[src/design/vgea_pkg.sv]
// ----------------------------------------------------------------------------
// Voice gate episode alarm: package
// Widths, register indexes, result codes and shared structs.
// ----------------------------------------------------------------------------
`default_nettype none

package vgea_pkg;

    localparam int RMS_W      = 16;
    localparam int PROB_W     = 16;
    localparam int GAIN_W     = 8;
    localparam int RUN_W      = 8;
    localparam int CFG_IDX_W  = 3;
    localparam int CFG_DATA_W = 16;
    localparam int PROD_W     = RMS_W + GAIN_W;

    localparam int HISTORY_DEPTH_DEF = 8;

    localparam int IN_TDATA_W  = 32;
    localparam int OUT_TDATA_W = 24;

    // Output beat layout, lowest bit up
    localparam int OUT_BLINK_LSB  = 0;
    localparam int OUT_VOICE_LSB  = 2;
    localparam int OUT_STATUS_LSB = 3;
    localparam int OUT_GATE_LSB   = 5;
    localparam int OUT_USED_W     = 21;

    localparam logic [RMS_W-1:0] RMS_MAX = '1;

    // Register indexes
    localparam logic [CFG_IDX_W-1:0] CFG_SILENCE_FLOOR   = 3'd0;
    localparam logic [CFG_IDX_W-1:0] CFG_NOISE_FLOOR_CAP = 3'd1;
    localparam logic [CFG_IDX_W-1:0] CFG_FLOOR_GAIN      = 3'd2;
    localparam logic [CFG_IDX_W-1:0] CFG_MALE_THRESHOLD  = 3'd3;
    localparam logic [CFG_IDX_W-1:0] CFG_MALE_NEEDED     = 3'd4;
    localparam logic [CFG_IDX_W-1:0] CFG_NORMAL_NEEDED   = 3'd5;

    // Register reset values
    localparam logic [RMS_W-1:0]  RST_SILENCE_FLOOR   = 16'd655;
    localparam logic [RMS_W-1:0]  RST_NOISE_FLOOR_CAP = 16'd6554;
    localparam logic [GAIN_W-1:0] RST_FLOOR_GAIN      = 8'd48;
    localparam logic [PROB_W-1:0] RST_MALE_THRESHOLD  = 16'd32768;
    localparam logic [RUN_W-1:0]  RST_MALE_NEEDED     = 8'd3;
    localparam logic [RUN_W-1:0]  RST_NORMAL_NEEDED   = 8'd3;

    // Blink event codes
    localparam logic [1:0] BLINK_NONE  = 2'd0;
    localparam logic [1:0] BLINK_GREEN = 2'd1;
    localparam logic [1:0] BLINK_RED   = 2'd2;

    // Class status codes
    localparam logic [1:0] STAT_SILENCE   = 2'd0;
    localparam logic [1:0] STAT_NORMAL    = 2'd1;
    localparam logic [1:0] STAT_UNCERTAIN = 2'd2;
    localparam logic [1:0] STAT_ANOMALY   = 2'd3;

    typedef struct packed {
        logic [PROB_W-1:0] male_threshold;
        logic [RUN_W-1:0]  male_needed;
        logic [RUN_W-1:0]  normal_needed;
    } t_ep_cfg;

    typedef struct packed {
        logic [1:0] blink;
        logic [1:0] status;
    } t_ep_result;

endpackage

`default_nettype wire

[src/design/vgea_cell.sv]
// ----------------------------------------------------------------------------
// Voice gate episode alarm: history cell
// Holds the minimum over the newest entries up to its place in the row.
// ----------------------------------------------------------------------------
`default_nettype none

module vgea_cell (
    input  wire logic                       i_clk,
    input  wire logic                       i_rst_n,
    input  wire logic                       i_shift,
    input  wire logic [vgea_pkg::RMS_W-1:0] i_rms,
    input  wire logic [vgea_pkg::RMS_W-1:0] i_prev_min,
    output logic      [vgea_pkg::RMS_W-1:0] o_min
);

    logic [vgea_pkg::RMS_W-1:0] r_min;
    logic [vgea_pkg::RMS_W-1:0] n_min;

    // Entry slides one place; new window joins every prefix.
    assign n_min = (i_rms < i_prev_min) ? i_rms : i_prev_min;

    // Unwritten places read as full scale, neutral for a minimum.
    always_ff @(posedge i_clk) begin
        if (!i_rst_n) begin
            r_min <= vgea_pkg::RMS_MAX;
        end else if (i_shift) begin
            r_min <= n_min;
        end
    end

    assign o_min = r_min;

endmodule

`default_nettype wire

[src/design/vgea_episode.sv]
// ----------------------------------------------------------------------------
// Voice gate episode alarm: debounce and episode tracker
// Run counters and the none/normal/anomaly episode machine.
// ----------------------------------------------------------------------------
`default_nettype none

module vgea_episode (
    input  wire logic                        i_clk,
    input  wire logic                        i_rst_n,
    input  wire logic                        i_step,
    input  wire logic                        i_voice,
    input  wire logic [vgea_pkg::PROB_W-1:0] i_prob,
    input  wire vgea_pkg::t_ep_cfg           i_cfg,
    output vgea_pkg::t_ep_result             o_result
);

    typedef enum logic [1:0] {
        M_NONE,
        M_NORMAL,
        M_ANOMALY
    } t_mode;

    t_mode                      r_mode, n_mode;
    logic [vgea_pkg::RUN_W-1:0] r_male_run, n_male_run;
    logic [vgea_pkg::RUN_W-1:0] r_normal_run, n_normal_run;
    logic                       w_male, w_male_ok, w_normal_ok;

    always_comb begin
        w_male       = (i_prob > i_cfg.male_threshold);
        n_male_run   = '0;
        n_normal_run = '0;
        n_mode       = M_NONE;
        o_result.blink  = vgea_pkg::BLINK_NONE;
        o_result.status = vgea_pkg::STAT_SILENCE;
        w_male_ok    = 1'b0;
        w_normal_ok  = 1'b0;
        if (i_voice) begin
            // Advance one run, saturating, and drop the other
            if (w_male) begin
                n_male_run = (r_male_run == '1) ? r_male_run
                                                : r_male_run + 1'b1;
            end else begin
                n_normal_run = (r_normal_run == '1) ? r_normal_run
                                                    : r_normal_run + 1'b1;
            end
            w_male_ok   = (n_male_run >= i_cfg.male_needed);
            w_normal_ok = (n_normal_run >= i_cfg.normal_needed);
            n_mode      = r_mode;
            if (w_male_ok && (r_mode != M_ANOMALY)) begin
                o_result.blink = vgea_pkg::BLINK_RED;
                n_mode         = M_ANOMALY;
            end else if (w_normal_ok) begin
                if (r_mode == M_NONE) begin
                    o_result.blink = vgea_pkg::BLINK_GREEN;
                    n_mode         = M_NORMAL;
                end else if (r_mode == M_ANOMALY) begin
                    // Re-arm red after a confirmed normal voice
                    n_mode = M_NORMAL;
                end
            end
            if (w_male_ok) begin
                o_result.status = vgea_pkg::STAT_ANOMALY;
            end else if (n_male_run != '0) begin
                o_result.status = vgea_pkg::STAT_UNCERTAIN;
            end else begin
                o_result.status = vgea_pkg::STAT_NORMAL;
            end
        end
    end

    always_ff @(posedge i_clk) begin
        if (!i_rst_n) begin
            r_mode       <= M_NONE;
            r_male_run   <= '0;
            r_normal_run <= '0;
        end else if (i_step) begin
            r_mode       <= n_mode;
            r_male_run   <= n_male_run;
            r_normal_run <= n_normal_run;
        end
    end

endmodule

`default_nettype wire

[src/design/voice_gate_episode_alarm.sv]
// ----------------------------------------------------------------------------
// Voice gate episode alarm: top level
// Adaptive silence gate over recent window levels, debounced voice class
// and at most one LED blink event per normal or anomaly episode.
// ----------------------------------------------------------------------------
//
//  Channel   Dir  Beat fields (lowest bit up)
//  --------  ---  ---------------------------------------------------------
//  s_axis    in   window_rms[15:0], male_probability[31:16]
//  m_axis    out  blink_event[1:0], voice_present[2], class_status[4:3],
//                 gate_level[20:5], zero fill [23:21]
//  i_cfg_*   in   register index, data; one write per cycle with i_cfg_we
//
//  A window passes four steps: accept, gain multiply, gate, decide. The gate
//  path (one 8x16 multiply, then clamp and compare) sets that split.
//  The decide step waits while the output register still holds a beat that
//  has not been taken. Reset is synchronous and active low; it restores all
//  register defaults, clears the run counters and the episode, and marks the
//  whole history row as unwritten. No clearing pass is needed.
//
`default_nettype none

module voice_gate_episode_alarm #(
    parameter int HISTORY_DEPTH = vgea_pkg::HISTORY_DEPTH_DEF
) (
    input  wire logic                             i_clk,
    input  wire logic                             i_rst_n,
    // window_rms [15:0], male_probability [31:16]
    input  wire logic [vgea_pkg::IN_TDATA_W-1:0]  s_axis_tdata,
    input  wire logic                             s_axis_tvalid,
    output logic                                  s_axis_tready,
    // blink_event [1:0], voice_present [2], class_status [4:3],
    // gate_level [20:5], zero [23:21]
    output logic      [vgea_pkg::OUT_TDATA_W-1:0] m_axis_tdata,
    output logic                                  m_axis_tvalid,
    input  wire logic                             m_axis_tready,
    input  wire logic                             i_cfg_we,
    input  wire logic [vgea_pkg::CFG_IDX_W-1:0]   i_cfg_idx,
    input  wire logic [vgea_pkg::CFG_DATA_W-1:0]  i_cfg_wdata
);

    localparam int RW = vgea_pkg::RMS_W;
    localparam int PW = vgea_pkg::PROD_W;

    typedef enum logic [1:0] {
        S_IDLE,
        S_MUL,
        S_GATE,
        S_DECIDE
    } t_state;

    // Configuration registers
    logic [RW-1:0]                   r_silence_floor;
    logic [RW-1:0]                   r_noise_cap;
    logic [vgea_pkg::GAIN_W-1:0]     r_floor_gain;
    vgea_pkg::t_ep_cfg               r_ep_cfg;

    t_state                          r_state;
    logic [RW-1:0]                   r_rms;
    logic [vgea_pkg::PROB_W-1:0]     r_prob;
    logic [PW-1:0]                   r_prod;
    logic [RW-1:0]                   r_gate;
    logic                            r_out_valid;
    logic [vgea_pkg::OUT_USED_W-1:0] r_out_data;

    logic                            w_accept;
    logic                            w_out_free;
    logic                            w_step;
    logic                            w_voice;
    logic [RW-1:0]                   w_floor;
    logic [RW-1:0]                   w_prod_sat;
    logic [RW-1:0]                   w_min [HISTORY_DEPTH];
    vgea_pkg::t_ep_result            w_ep_result;

    assign s_axis_tready = (r_state == S_IDLE);
    assign w_accept      = s_axis_tvalid && s_axis_tready;
    assign w_out_free    = !r_out_valid || m_axis_tready;
    assign w_step        = (r_state == S_DECIDE) && w_out_free;

    // ---- history row: cell i holds the minimum of the newest i+1 windows
    genvar gi;
    generate
        for (gi = 0; gi < HISTORY_DEPTH; gi++) begin : g_cell
            if (gi == 0) begin : g_head
                vgea_cell u_cell (
                    .i_clk      (i_clk),
                    .i_rst_n    (i_rst_n),
                    .i_shift    (w_accept),
                    .i_rms      (s_axis_tdata[RW-1:0]),
                    .i_prev_min (vgea_pkg::RMS_MAX),
                    .o_min      (w_min[gi])
                );
            end else begin : g_body
                vgea_cell u_cell (
                    .i_clk      (i_clk),
                    .i_rst_n    (i_rst_n),
                    .i_shift    (w_accept),
                    .i_rms      (s_axis_tdata[RW-1:0]),
                    .i_prev_min (w_min[gi-1]),
                    .o_min      (w_min[gi])
                );
            end
        end
    endgenerate

    // ---- gate arithmetic: the tail cell holds the window-set minimum
    assign w_floor = (w_min[HISTORY_DEPTH-1] > r_noise_cap) ? r_noise_cap
                                                            : w_min[HISTORY_DEPTH-1];
    // Q4.4 gain: drop four fraction bits, saturate to 16 bits
    assign w_prod_sat = (|r_prod[PW-1:RW+4]) ? vgea_pkg::RMS_MAX : r_prod[RW+3:4];
    assign w_voice    = (r_rms >= r_gate);

    vgea_episode u_episode (
        .i_clk    (i_clk),
        .i_rst_n  (i_rst_n),
        .i_step   (w_step),
        .i_voice  (w_voice),
        .i_prob   (r_prob),
        .i_cfg    (r_ep_cfg),
        .o_result (w_ep_result)
    );

    // ---- configuration writes; unknown indexes drop
    always_ff @(posedge i_clk) begin
        if (!i_rst_n) begin
            r_silence_floor         <= vgea_pkg::RST_SILENCE_FLOOR;
            r_noise_cap             <= vgea_pkg::RST_NOISE_FLOOR_CAP;
            r_floor_gain            <= vgea_pkg::RST_FLOOR_GAIN;
            r_ep_cfg.male_threshold <= vgea_pkg::RST_MALE_THRESHOLD;
            r_ep_cfg.male_needed    <= vgea_pkg::RST_MALE_NEEDED;
            r_ep_cfg.normal_needed  <= vgea_pkg::RST_NORMAL_NEEDED;
        end else if (i_cfg_we) begin
            case (i_cfg_idx)
                vgea_pkg::CFG_SILENCE_FLOOR:   r_silence_floor <= i_cfg_wdata;
                vgea_pkg::CFG_NOISE_FLOOR_CAP: r_noise_cap <= i_cfg_wdata;
                vgea_pkg::CFG_FLOOR_GAIN: begin
                    r_floor_gain <= i_cfg_wdata[vgea_pkg::GAIN_W-1:0];
                end
                vgea_pkg::CFG_MALE_THRESHOLD:  r_ep_cfg.male_threshold <= i_cfg_wdata;
                vgea_pkg::CFG_MALE_NEEDED: begin
                    r_ep_cfg.male_needed <= i_cfg_wdata[vgea_pkg::RUN_W-1:0];
                end
                vgea_pkg::CFG_NORMAL_NEEDED: begin
                    r_ep_cfg.normal_needed <= i_cfg_wdata[vgea_pkg::RUN_W-1:0];
                end
                default: ;
            endcase
        end
    end

    // ---- sequencer with output register
    always_ff @(posedge i_clk) begin
        if (!i_rst_n) begin
            r_state     <= S_IDLE;
            r_out_valid <= 1'b0;
        end else begin
            // Load a fresh beat on a decide step, else drop a beat once taken
            if (w_step) begin
                r_out_valid <= 1'b1;
            end else if (m_axis_tready) begin
                r_out_valid <= 1'b0;
            end
            case (r_state)
                S_IDLE: begin
                    if (w_accept) begin
                        r_state <= S_MUL;
                    end
                end
                S_MUL:  r_state <= S_GATE;
                S_GATE: r_state <= S_DECIDE;
                S_DECIDE: begin
                    // Hold until the output register frees up
                    if (w_out_free) begin
                        r_state <= S_IDLE;
                    end
                end
                default: r_state <= S_IDLE;
            endcase
        end
    end

    // Payload registers
    always_ff @(posedge i_clk) begin
        if (w_accept) begin
            r_rms  <= s_axis_tdata[RW-1:0];
            r_prob <= s_axis_tdata[RW +: vgea_pkg::PROB_W];
        end
        if (r_state == S_MUL) begin
            r_prod <= PW'(r_floor_gain) * PW'(w_floor);
        end
        if (r_state == S_GATE) begin
            r_gate <= (w_prod_sat < r_silence_floor) ? r_silence_floor : w_prod_sat;
        end
        if (w_step) begin
            r_out_data <= {r_gate, w_ep_result.status, w_voice, w_ep_result.blink};
        end
    end

    assign m_axis_tvalid = r_out_valid;
    assign m_axis_tdata  = {{(vgea_pkg::OUT_TDATA_W - vgea_pkg::OUT_USED_W){1'b0}},
                            r_out_data};

endmodule

`default_nettype wire

[config.mk]
export PLATFORM = sky130hd
export DESIGN_NAME = voice_gate_episode_alarm
export DESIGN_NICKNAME = d
export VERILOG_FILES = /design/src/design/vgea_pkg.sv /design/src/design/vgea_cell.sv /design/src/design/vgea_episode.sv /design/src/design/voice_gate_episode_alarm.sv
export SDC_FILE = /design/constraint.sdc
export NUM_CORES = 1
export LEC_CHECK = 0
export BUFFER_PORTS_ARGS = -buffer_cell sky130_fd_sc_hd__buf_2
export CAP_MARGIN = 10
export CORE_ASPECT_RATIO = 0.9
export CORE_UTILIZATION = 55
export CTS_CLUSTER_DIAMETER = 60
export DETAILED_ROUTE_END_ITERATION = 7
export PLACE_DENSITY_LB_ADDON = 0.2
export SLEW_MARGIN = 20
export SYNTH_ARGS = -nofsm -noshare
export SYNTH_HDL_FRONTEND = slang
export SYNTH_SLANG_ARGS = --single-unit
[constraint.sdc]
create_clock -name i_clk -period 8.65 [get_ports i_clk]
set_input_delay 0.4325 -clock i_clk [delete_from_list [all_inputs] [get_ports i_clk]]
set_output_delay 0.4325 -clock i_clk [all_outputs]
set_load 0.01 [all_outputs]
==> report_table.html, run 1 <==
<table>
<tr><th>Metric</th><th>Value</th></tr>
<tr><th colspan="2">Clock network</th></tr>
<tr><td>CTS tree</td><td>built</td></tr>
<tr><td>Root buffer selected by CTS</td><td>sky130_fd_sc_hd__clkbuf_16</td></tr>
<tr><td>Number of buffers inserted for hold repair after clock tree synthesis</td><td>0</td></tr>
<tr><td>Later-pin clock latency in the skew report</td><td>0.52 ns</td></tr>
<tr><td>Sinks on the clock net</td><td>310</td></tr>
<tr><td>Clock transition at the register clock pins on the worst setup and hold paths after CTS</td><td>0.06 ns</td></tr>
<tr><td>Number of cells upsized or downsized after cts</td><td>0</td></tr>
<tr><td>Clock tree buffer depth</td><td>3</td></tr>
<tr><td>Number of buffers added by the clock tree synthesis step</td><td>35</td></tr>
<tr><td>Maximum level of the CTS H-tree</td><td>2</td></tr>
<tr><td>Count of buffers added by post-CTS timing repair for setup</td><td>0</td></tr>
<tr><th colspan="2">Die</th></tr>
<tr><td>Overall die height</td><td>188 um</td></tr>
<tr><td>Chip Width</td><td>209 um</td></tr>
<tr><td>Row cnt</td><td>67</td></tr>
<tr><td>Area of the core region</td><td>0.0376 mm^2</td></tr>
<tr><td>Total Die Area</td><td>0.0392 mm^2</td></tr>
<tr><td>Initial cell density of the core</td><td>56.2%</td></tr>
<tr><td>Count of pins on the block boundary</td><td>82</td></tr>
<tr><th colspan="2">Synthesis</th></tr>
<tr><td>Number of register bits inferred by synthesis</td><td>310</td></tr>
<tr><td>Share of synthesized cell area in and, or, nand and nor gates</td><td>17.1%</td></tr>
<tr><td>Share of synthesized area occupied by flip-flops and latches</td><td>33.6%</td></tr>
<tr><td>Top cell type's share of synthesized area</td><td>21.0%</td></tr>
<tr><td>Share of synthesized area spent on multiplexers</td><td>5.11%</td></tr>
<tr><td>Dominant combinational cell family by area after synthesis</td><td>adder cells</td></tr>
<tr><td>Number of warning messages in the yosys log</td><td>0</td></tr>
<tr><td>Post-synthesis cell area</td><td>0.0211 mm^2</td></tr>
<tr><td>Share of async-settable or async-resettable flops after synthesis</td><td>0%</td></tr>
<tr><td>Commonest register cell after synthesis</td><td>sky130_fd_sc_hd__dfxtp_1</td></tr>
<tr><td>Post-synth EDFFs</td><td>89</td></tr>
<tr><td>Biggest area contributors in the synthesized netlist</td><td>sky130_fd_sc_hd__dfxtp_1, sky130_fd_sc_hd__ha_1, sky130_fd_sc_hd__edfxtp_1, sky130_fd_sc_hd__fa_1, sky130_fd_sc_hd__a21oi_1</td></tr>
<tr><td>Distinct cell type count after synthesis</td><td>68</td></tr>
<tr><td>Number of instances in the synthesized netlist</td><td>2,379</td></tr>
<tr><td>Area leader, netlist</td><td>sky130_fd_sc_hd__dfxtp_1</td></tr>
<tr><td>Mean area per synthesized cell</td><td>8.88 um^2</td></tr>
<tr><td>Compound-cell area share of the yosys netlist</td><td>13.9%</td></tr>
<tr><td>Area share of xor/xnor cells in the synthesized design</td><td>1.04%</td></tr>
<tr><td>Adder-cell area share of the yosys netlist</td><td>21.6%</td></tr>
<tr><th colspan="2">Drt</th></tr>
<tr><td>Routed wire length</td><td>51,300 um</td></tr>
<tr><td>Number of DRC markers in iteration 0</td><td>1,186</td></tr>
<tr><td>Total iterations of the first detailed-routing run</td><td>6</td></tr>
<tr><td>DR WL/cell</td><td>17.6 um</td></tr>
<tr><td>Number of antenna-violating nets in the routed design</td><td>0</td></tr>
<tr><td>DRC violations left</td><td>0</td></tr>
<tr><td>Via count normalized by instance count</td><td>5.71</td></tr>
<tr><td>Vias</td><td>16.6k</td></tr>
<tr><th colspan="2">STA</th></tr>
<tr><td>Max-slew violation count</td><td>0</td></tr>
<tr><td>Final critical path time including I/O delays and setup</td><td>7.44 ns</td></tr>
<tr><td>Fmax</td><td>134 MHz</td></tr>
<tr><td>Hold violation total from the final report</td><td>0</td></tr>
<tr><td>Setup repair after global routing missed its margin</td><td>false</td></tr>
<tr><td>Final critical-path share of the clock period</td><td>86.0%</td></tr>
<tr><td>Endpoints failing setup</td><td>0</td></tr>
<tr><td>Clk_skew</td><td>0.0141 ns</td></tr>
<tr><td>Accumulated negative setup slack</td><td>0 ns</td></tr>
<tr><td>Transition at the pin with the smallest max-transition slack</td><td>1.02 ns</td></tr>
<tr><td>Worst relative slew slack</td><td>31.8%</td></tr>
<tr><th colspan="2">Setup path</th></tr>
<tr><td>FF-to-FF path depth</td><td>25</td></tr>
<tr><td>Launch point of the worst reg-to-reg path</td><td>r_noise_cap[1]</td></tr>
<tr><td>Critical path peak fanout</td><td>31</td></tr>
<tr><td>Endpoint required time on the critical path</td><td>8.91 ns</td></tr>
<tr><td>Critical path capture point</td><td>r_prod[23]</td></tr>
<tr><td>Delay of the slowest cell on the worst path</td><td>0.71 ns</td></tr>
<tr><td>Slack of the worst reg-to-reg path</td><td>1.21 ns</td></tr>
<tr><td>CP max stage cell</td><td>sky130_fd_sc_hd__nand2_1</td></tr>
<tr><td>Capture point of the worst reg-to-reg path</td><td>r_prod[23]</td></tr>
<tr><td>Gate family responsible for the most delay along the worst path</td><td>adder cells</td></tr>
<tr><td>Crit path from</td><td>r_noise_cap[1]</td></tr>
<tr><td>Crit path launch type</td><td>flop</td></tr>
<tr><td>Logic depth of the worst setup path including buffers</td><td>25</td></tr>
<tr><td>Start-to-end type of the worst setup path</td><td>reg2reg</td></tr>
<tr><td>Count of buffering cells on the critical path with inverters included</td><td>3</td></tr>
<tr><td>Kind of end point of the critical path</td><td>flop</td></tr>
<tr><td>Arrival time of the worst setup path</td><td>7.70 ns</td></tr>
<tr><td>Cell seen most often among critical-path stages</td><td>sky130_fd_sc_hd__a21oi_1</td></tr>
<tr><th colspan="2">Pwr</th></tr>
<tr><td>Leak</td><td>0.0110 uW</td></tr>
<tr><td>Net switching share of the total power</td><td>40.2%</td></tr>
<tr><td>Int Pwr</td><td>3890 uW</td></tr>
<tr><td>Max IR drop VDD</td><td>0.172 mV</td></tr>
<tr><td>Portion of total power attributed to the clock network</td><td>22.3%</td></tr>
<tr><td>NetSw</td><td>2620 uW</td></tr>
<tr><td>Relative contribution of combinational cells to total power</td><td>45.6%</td></tr>
<tr><td>Portion of total power attributed to sequential cells</td><td>32.2%</td></tr>
<tr><td>Power density relative to cell area</td><td>284 mW/mm^2</td></tr>
<tr><th colspan="2">Cells and area</th></tr>
<tr><td>Area of combinational cells with multiple inputs</td><td>0.0125 mm^2</td></tr>
<tr><td>Top library cells by usage in the layout, fill and taps aside</td><td>sky130_fd_sc_hd__inv_1, sky130_fd_sc_hd__nand2_1, sky130_fd_sc_hd__a21oi_1</td></tr>
<tr><td>Nets</td><td>2,769</td></tr>
<tr><td>Post-route core utilization</td><td>61.1%</td></tr>
<tr><td>P&amp;R area growth vs syn</td><td>8.68%</td></tr>
<tr><td>Proportion of layout cells with a drive suffix above 1</td><td>7.59%</td></tr>
<tr><td>Number of cells in the finished layout apart from fillers</td><td>2,906</td></tr>
<tr><td>Most common cell after layout, fill and taps aside</td><td>sky130_fd_sc_hd__inv_1</td></tr>
<tr><td>Reg area</td><td>0.00710 mm^2</td></tr>
<tr><td>Fin area</td><td>0.0230 mm^2</td></tr>
<tr><td>Total inserted antenna cells</td><td>0</td></tr>
<tr><td>Total of fill cells in the finished design</td><td>3,261</td></tr>
<tr><th colspan="2">Placement</th></tr>
<tr><td>Count of buffers inserted at the top-level ports</td><td>78</td></tr>
<tr><td>Placed wire-length estimate after detailed placement</td><td>37,200 um</td></tr>
<tr><td>Routability congestion estimate</td><td>0.966</td></tr>
<tr><td>Total placed cells including tap cells</td><td>2,842</td></tr>
<tr><td>Post-detailed-placement cell area</td><td>0.0218 mm^2</td></tr>
<tr><th colspan="2">Worst hold path</th></tr>
<tr><td>Hold-critical path depth</td><td>1</td></tr>
<tr><td>Hold WC Path Type</td><td>in2reg</td></tr>
<tr><th colspan="2">Global routing</th></tr>
<tr><td>Tot GR Track Use</td><td>26.2%</td></tr>
<tr><td>Total congestion overflow after global routing</td><td>0</td></tr>
<tr><td>First-pass GRT wire length</td><td>83,600 um</td></tr>
<tr><td>Via count of the first global-routing pass</td><td>16.3k</td></tr>
<tr><td>Initial antenna violation count</td><td>0</td></tr>
<tr><td>Maximum number of pins on one net before global-route repair</td><td>99</td></tr>
<tr><th colspan="2">Outcome</th></tr>
<tr><td>Status</td><td>finished clean</td></tr>
<tr><th colspan="2">Run</th></tr>
<tr><td>Number of max-cap violations</td><td>0</td></tr>
</table>
-- cell usage after synthesis, drive strengths merged (3+ instances only) --
cell type / n
a31oi: 9
nand2: 264
edfxtp: 89
o21ai: 57
nor4: 4
a21o: 42
a211oi: 3
and3: 10
o31ai: 3
dfxtp: 221
nor2: 96
fa: 84
a2111oi: 7
buf: 14
o21a: 8
a21oi: 242
ha: 231
o22ai: 11
mux2: 17
nand2b: 47
nand4: 28
o2111ai: 4
nor3: 87
xor2: 9
nand3: 26
a211o: 3
a41oi: 4
o211ai: 70
inv: 296
or2b: 5
or4: 10
o41ai: 4
clkbuf: 100
a22oi: 4
or2: 4
and2: 13
mux2i: 85
xnor2: 16
and4: 7
nor2b: 123
-- worst min-delay path by stage --
stage                     slack, ns        startpoint              end
after floorplan                0.43         r_gate[5]   r_out_data[10]
after global placement         0.44   r_noise_cap[13]  r_noise_cap[13]
after detailed placement       0.44         r_gate[4]    r_out_data[9]
after CTS                      0.07  s_axis_tdata[20]        r_prob[4]
after global routing           0.07  s_axis_tdata[20]        r_prob[4]
final                          0.09  s_axis_tdata[20]        r_prob[4]
-- metrics by stage --
step	setup slack [ns]	hold slack, ns	total power [uW]
3_3_place_gp	1.46	0.443	4950
5_1_grt	0.783	0.0732	6990
3_5_place_dp	1.31	0.443	5060
6_report	1.21	0.0863	6510
2_1_floorplan	2.37	0.426	4260
4_1_cts	1.32	0.0706	6520
-- power by group through the flow --
stage	clock network, uW	registers [uW]	logic, uW
after floorplan	0	2050	2220
after global placement	0	2110	2830
after detailed placement	0	2120	2940
after CTS	1470	2090	2950
after global routing	1520	2130	3340
final	1450	2100	2970
-- sequential cells by signal, indices dropped and copies added (netlist names) --
name	count
r_ep_cfg	32
g_cell.g_head.u_cell.o_min	16
r_prob	16
g_cell.g_body.u_cell.o_min	112
r_state	2
m_axis_tvalid	1
u_episode.r_normal_run	8
r_rms	16
r_out_data	21
r_prod	20
u_episode.r_male_run	8
u_episode.r_mode	2
r_silence_floor	16
r_noise_cap	16
r_floor_gain	8
r_gate	16
-- metal layers --
layer / GRT usage [%] / wire (um) / share of wire, %
met1: 37.3 / 24600 / 48
met2: 41.9 / 22900 / 45
met3: 3.62 / 2750 / 5.4
met4: 6.93 / 1020 / 2.0
met5: 0 / 0 / 0
-- cell type report --
class / count / share of cell area [%]
clock inverter: 12 / 0.507
tap: 483 / 2.63
timing repair buffer: 94 / 2.34
multi-input combinational: 1659 / 54.4
sequential: 310 / 30.9
inverter: 298 / 4.90
clock buffer: 50 / 4.29
-- cell families (layout without fill, tap and decap cells) --
logic type | Yosys count | count (layout)
buffers and inverters | 412 | 454
AND/OR/NAND/NOR | 733 | 733
XOR/XNOR | 25 | 25
other | 1 | 3
adder cells (fa/ha/maj) | 315 | 315
multiplexers | 102 | 102
flip-flops | 310 | 310
AO/OA/AOI/OAI | 481 | 481
No activity file was read; power rests on OpenSTA's default activity.
==> inputs of run 2 (changes only) <==
Settings changed: CELL_PAD_IN_SITES_DETAIL_PLACEMENT from default to 1, CELL_PAD_IN_SITES_GLOBAL_PLACEMENT from default to 1, CORE_UTILIZATION 55 to 49.
==> run 2 against run 1 <==
Compared with the run above:
- the flow now finishes with violations (design-rule violations)
- sequential cell count is the same
- highest routed layer unchanged
- largest power group unchanged
- core utilization fell by 5.9 points
- critical endpoint unchanged
- sequential share of layout area down 0.39 points
==> report_table.html, run 2 (synthesis results as in run 1) <==
<table>
<tr><th>Metric</th><th>Value</th></tr>
<tr><th colspan="2">Outcome</th></tr>
<tr><td>Status</td><td>complete, but fails checks</td></tr>
<tr><td>Violations in the final reports</td><td>design-rule violations</td></tr>
<tr><th colspan="2">Drt</th></tr>
<tr><td>Via count normalized by instance count</td><td>5.72</td></tr>
<tr><td>DR WL/cell</td><td>20.3 um</td></tr>
<tr><td>Number of antenna-violating nets in the routed design</td><td>0</td></tr>
<tr><td>Vias</td><td>17.0k</td></tr>
<tr><td>DRC violations left</td><td>7</td></tr>
<tr><td>Number of DRC markers in iteration 0</td><td>993</td></tr>
<tr><td>Total iterations of the first detailed-routing run</td><td>7</td></tr>
<tr><td>Routed wire length</td><td>60,500 um</td></tr>
<tr><th colspan="2">Cells and area</th></tr>
<tr><td>Nets</td><td>2,772</td></tr>
<tr><td>P&amp;R area growth vs syn</td><td>10.1%</td></tr>
<tr><td>Proportion of layout cells with a drive suffix above 1</td><td>8.07%</td></tr>
<tr><td>Top library cells by usage in the layout, fill and taps aside</td><td>sky130_fd_sc_hd__inv_1, sky130_fd_sc_hd__nand2_1, sky130_fd_sc_hd__a21oi_1</td></tr>
<tr><td>Total of fill cells in the finished design</td><td>4,900</td></tr>
<tr><td>Most common cell after layout, fill and taps aside</td><td>sky130_fd_sc_hd__inv_1</td></tr>
<tr><td>Total inserted antenna cells</td><td>0</td></tr>
<tr><td>Reg area</td><td>0.00710 mm^2</td></tr>
<tr><td>Largest register FFs</td><td>112</td></tr>
<tr><td>Area of combinational cells with multiple inputs</td><td>0.0125 mm^2</td></tr>
<tr><th colspan="2">STA</th></tr>
<tr><td>Hold violation total from the final report</td><td>0</td></tr>
<tr><td>Transition at the pin with the smallest max-transition slack</td><td>1.05 ns</td></tr>
<tr><td>Endpoints failing setup</td><td>0</td></tr>
<tr><td>Fmax</td><td>134 MHz</td></tr>
<tr><td>Clk_skew</td><td>0.0262 ns</td></tr>
<tr><td>Worst setup slack after layout</td><td>1.16 ns</td></tr>
<tr><td>Final critical-path share of the clock period</td><td>86.5%</td></tr>
<tr><td>Max-slew violation count</td><td>0</td></tr>
<tr><td>Worst relative slew slack</td><td>29.8%</td></tr>
<tr><td>Setup repair after global routing missed its margin</td><td>false</td></tr>
<tr><td>Accumulated negative setup slack</td><td>0 ns</td></tr>
<tr><td>Final critical path time including I/O delays and setup</td><td>7.49 ns</td></tr>
<tr><th colspan="2">Setup path</th></tr>
<tr><td>Endpoint required time on the critical path</td><td>8.94 ns</td></tr>
<tr><td>Count of buffering cells on the critical path with inverters included</td><td>3</td></tr>
<tr><td>Delay of the slowest cell on the worst path</td><td>0.74 ns</td></tr>
<tr><td>Gate family responsible for the most delay along the worst path</td><td>adder cells</td></tr>
<tr><td>Cell seen most often among critical-path stages</td><td>sky130_fd_sc_hd__a21oi_1</td></tr>
<tr><td>Critical path peak fanout</td><td>31</td></tr>
<tr><td>Arrival time of the worst setup path</td><td>7.78 ns</td></tr>
<tr><td>Start-to-end type of the worst setup path</td><td>reg2reg</td></tr>
<tr><td>CP max stage cell</td><td>sky130_fd_sc_hd__nand2_1</td></tr>
<tr><td>FF-to-FF path depth</td><td>25</td></tr>
<tr><td>Kind of end point of the critical path</td><td>flop</td></tr>
<tr><td>Crit path launch type</td><td>flop</td></tr>
<tr><td>Logic depth of the worst setup path including buffers</td><td>25</td></tr>
<tr><th colspan="2">Placement</th></tr>
<tr><td>Pre-CTS setup slack</td><td>1.26 ns</td></tr>
<tr><td>Placed wire-length estimate after detailed placement</td><td>43,700 um</td></tr>
<tr><td>Count of buffers inserted at the top-level ports</td><td>78</td></tr>
<tr><td>Routability congestion estimate</td><td>0.868</td></tr>
<tr><th colspan="2">Clock network</th></tr>
<tr><td>Clock transition at the register clock pins on the worst setup and hold paths after CTS</td><td>0.06 ns</td></tr>
<tr><td>Maximum level of the CTS H-tree</td><td>2</td></tr>
<tr><td>Count of buffers added by post-CTS timing repair for setup</td><td>0</td></tr>
<tr><td>Number of cells upsized or downsized after cts</td><td>0</td></tr>
<tr><td>Root buffer selected by CTS</td><td>sky130_fd_sc_hd__clkbuf_16</td></tr>
<tr><td>CTS tree</td><td>built</td></tr>
<tr><td>Number of buffers added by the clock tree synthesis step</td><td>38</td></tr>
<tr><td>Number of buffers inserted for hold repair after clock tree synthesis</td><td>0</td></tr>
<tr><td>Clock tree buffer depth</td><td>3</td></tr>
<tr><td>Sinks on the clock net</td><td>310</td></tr>
<tr><td>Later-pin clock latency in the skew report</td><td>0.57 ns</td></tr>
<tr><th colspan="2">Worst hold path</th></tr>
<tr><td>Hold WC Path Type</td><td>in2reg</td></tr>
<tr><td>Hold-critical path depth</td><td>1</td></tr>
<tr><th colspan="2">Die</th></tr>
<tr><td>Chip Width</td><td>221 um</td></tr>
<tr><td>Initial cell density of the core</td><td>50.2%</td></tr>
<tr><td>Total Die Area</td><td>0.0439 mm^2</td></tr>
<tr><td>Row cnt</td><td>71</td></tr>
<tr><td>Overall die height</td><td>199 um</td></tr>
<tr><td>Area of the core region</td><td>0.0421 mm^2</td></tr>
<tr><td>Count of pins on the block boundary</td><td>82</td></tr>
<tr><th colspan="2">Global routing</th></tr>
<tr><td>Maximum number of pins on one net before global-route repair</td><td>99</td></tr>
<tr><td>Tot GR Track Use</td><td>28.1%</td></tr>
<tr><td>Initial antenna violation count</td><td>0</td></tr>
<tr><td>First-pass GRT wire length</td><td>98,500 um</td></tr>
<tr><td>Total congestion overflow after global routing</td><td>0</td></tr>
<tr><td>Via count of the first global-routing pass</td><td>18.3k</td></tr>
<tr><th colspan="2">Pwr</th></tr>
<tr><td>Power density relative to cell area</td><td>295 mW/mm^2</td></tr>
<tr><td>Max IR drop VDD</td><td>0.185 mV</td></tr>
<tr><td>Leak</td><td>0.0111 uW</td></tr>
<tr><td>Total power draw</td><td>6860 uW</td></tr>
<tr><th colspan="2">Run</th></tr>
<tr><td>Number of max-cap violations</td><td>0</td></tr>
</table>
[run 2: path summary, 6_finish.rpt]
| path | from | end | slack, ns |
|---|---|---|---|
| setup / recovery | r_noise_cap[1] | r_prod[23] | 1.16 |
| hold / removal | s_axis_tdata[29] | r_prob[13] | 0.04 |
| setup reg to reg | r_noise_cap[1] | r_prod[23] | 1.16 |
| hold reg to reg | r_ep_cfg[29] | r_ep_cfg[29] | 0.45 |
[run 2: cell type report]
| type | instances | area share [%] |
|---|---|---|
| Clock buffer | 55 | 4.85 |
| Clock inverter | 14 | 0.764 |
| Inverter | 298 | 4.83 |
| Multi-Input combinational cell | 1659 | 53.8 |
| Sequential cell | 310 | 30.5 |
| Tap cell | 547 | 2.94 |
| Timing Repair Buffer | 94 | 2.32 |
[run 2: per-stage QoR]
stage | cells | hold WS, ns | area [um^2] | util, %
2_1_floorplan | 2381 | 0.426 | 21100 | -
3_3_place_gp | 2905 | 0.441 | 21900 | 51.9
3_5_place_dp | 2906 | 0.448 | 21900 | 52.0
4_1_cts | 2975 | 0.0125 | 23200 | 55.1
5_1_grt | 2977 | 0.0197 | 23200 | 55.2
6_report | 2977 | 0.0394 | 23200 | 55.2
[run 2: per-layer routing]
metal / up-vias / part of all wire (%) / track usage (%)
met2: 266 / 48 / 48.7
met1: 8541 / 47 / 37.2
met4: 0 / 2.0 / 7.54
met5: - / 0 / 0
met3: 74 / 3.3 / 3.29
li1: 8152 / - / -
[run 2: where the power goes]
part	switching, uW	internal (uW)	total [uW]
sequential	212	1900	2110
combinational	1930	1160	3090
clock	666	1000	1670
total	2810	4060	6860
[run 2: worst register-to-register path, stage by stage (launching register included)]
cell and delay [ns]:
sky130_fd_sc_hd__dfxtp_1 0.33, sky130_fd_sc_hd__inv_1 0.07, sky130_fd_sc_hd__ha_1 0.31, sky130_fd_sc_hd__nor2b_1 0.13, sky130_fd_sc_hd__o211ai_1 0.16, sky130_fd_sc_hd__a2111oi_0 0.12
sky130_fd_sc_hd__a2111o_1 0.43, sky130_fd_sc_hd__nand2_1 0.74, sky130_fd_sc_hd__nor2_1 0.09, sky130_fd_sc_hd__a21oi_1 0.65, sky130_fd_sc_hd__nor2b_1 0.18, sky130_fd_sc_hd__fa_1 0.59
sky130_fd_sc_hd__fa_1 0.45, sky130_fd_sc_hd__fa_1 0.55, sky130_fd_sc_hd__inv_1 0.05, sky130_fd_sc_hd__fa_1 0.53, sky130_fd_sc_hd__inv_1 0.04, sky130_fd_sc_hd__ha_1 0.35
sky130_fd_sc_hd__a21oi_1 0.27, sky130_fd_sc_hd__o21ai_0 0.15, sky130_fd_sc_hd__a21oi_1 0.21, sky130_fd_sc_hd__a31o_2 0.19, sky130_fd_sc_hd__a21oi_1 0.11, sky130_fd_sc_hd__a211o_1 0.27
sky130_fd_sc_hd__a21oi_1 0.17, sky130_fd_sc_hd__xnor2_1 0.08
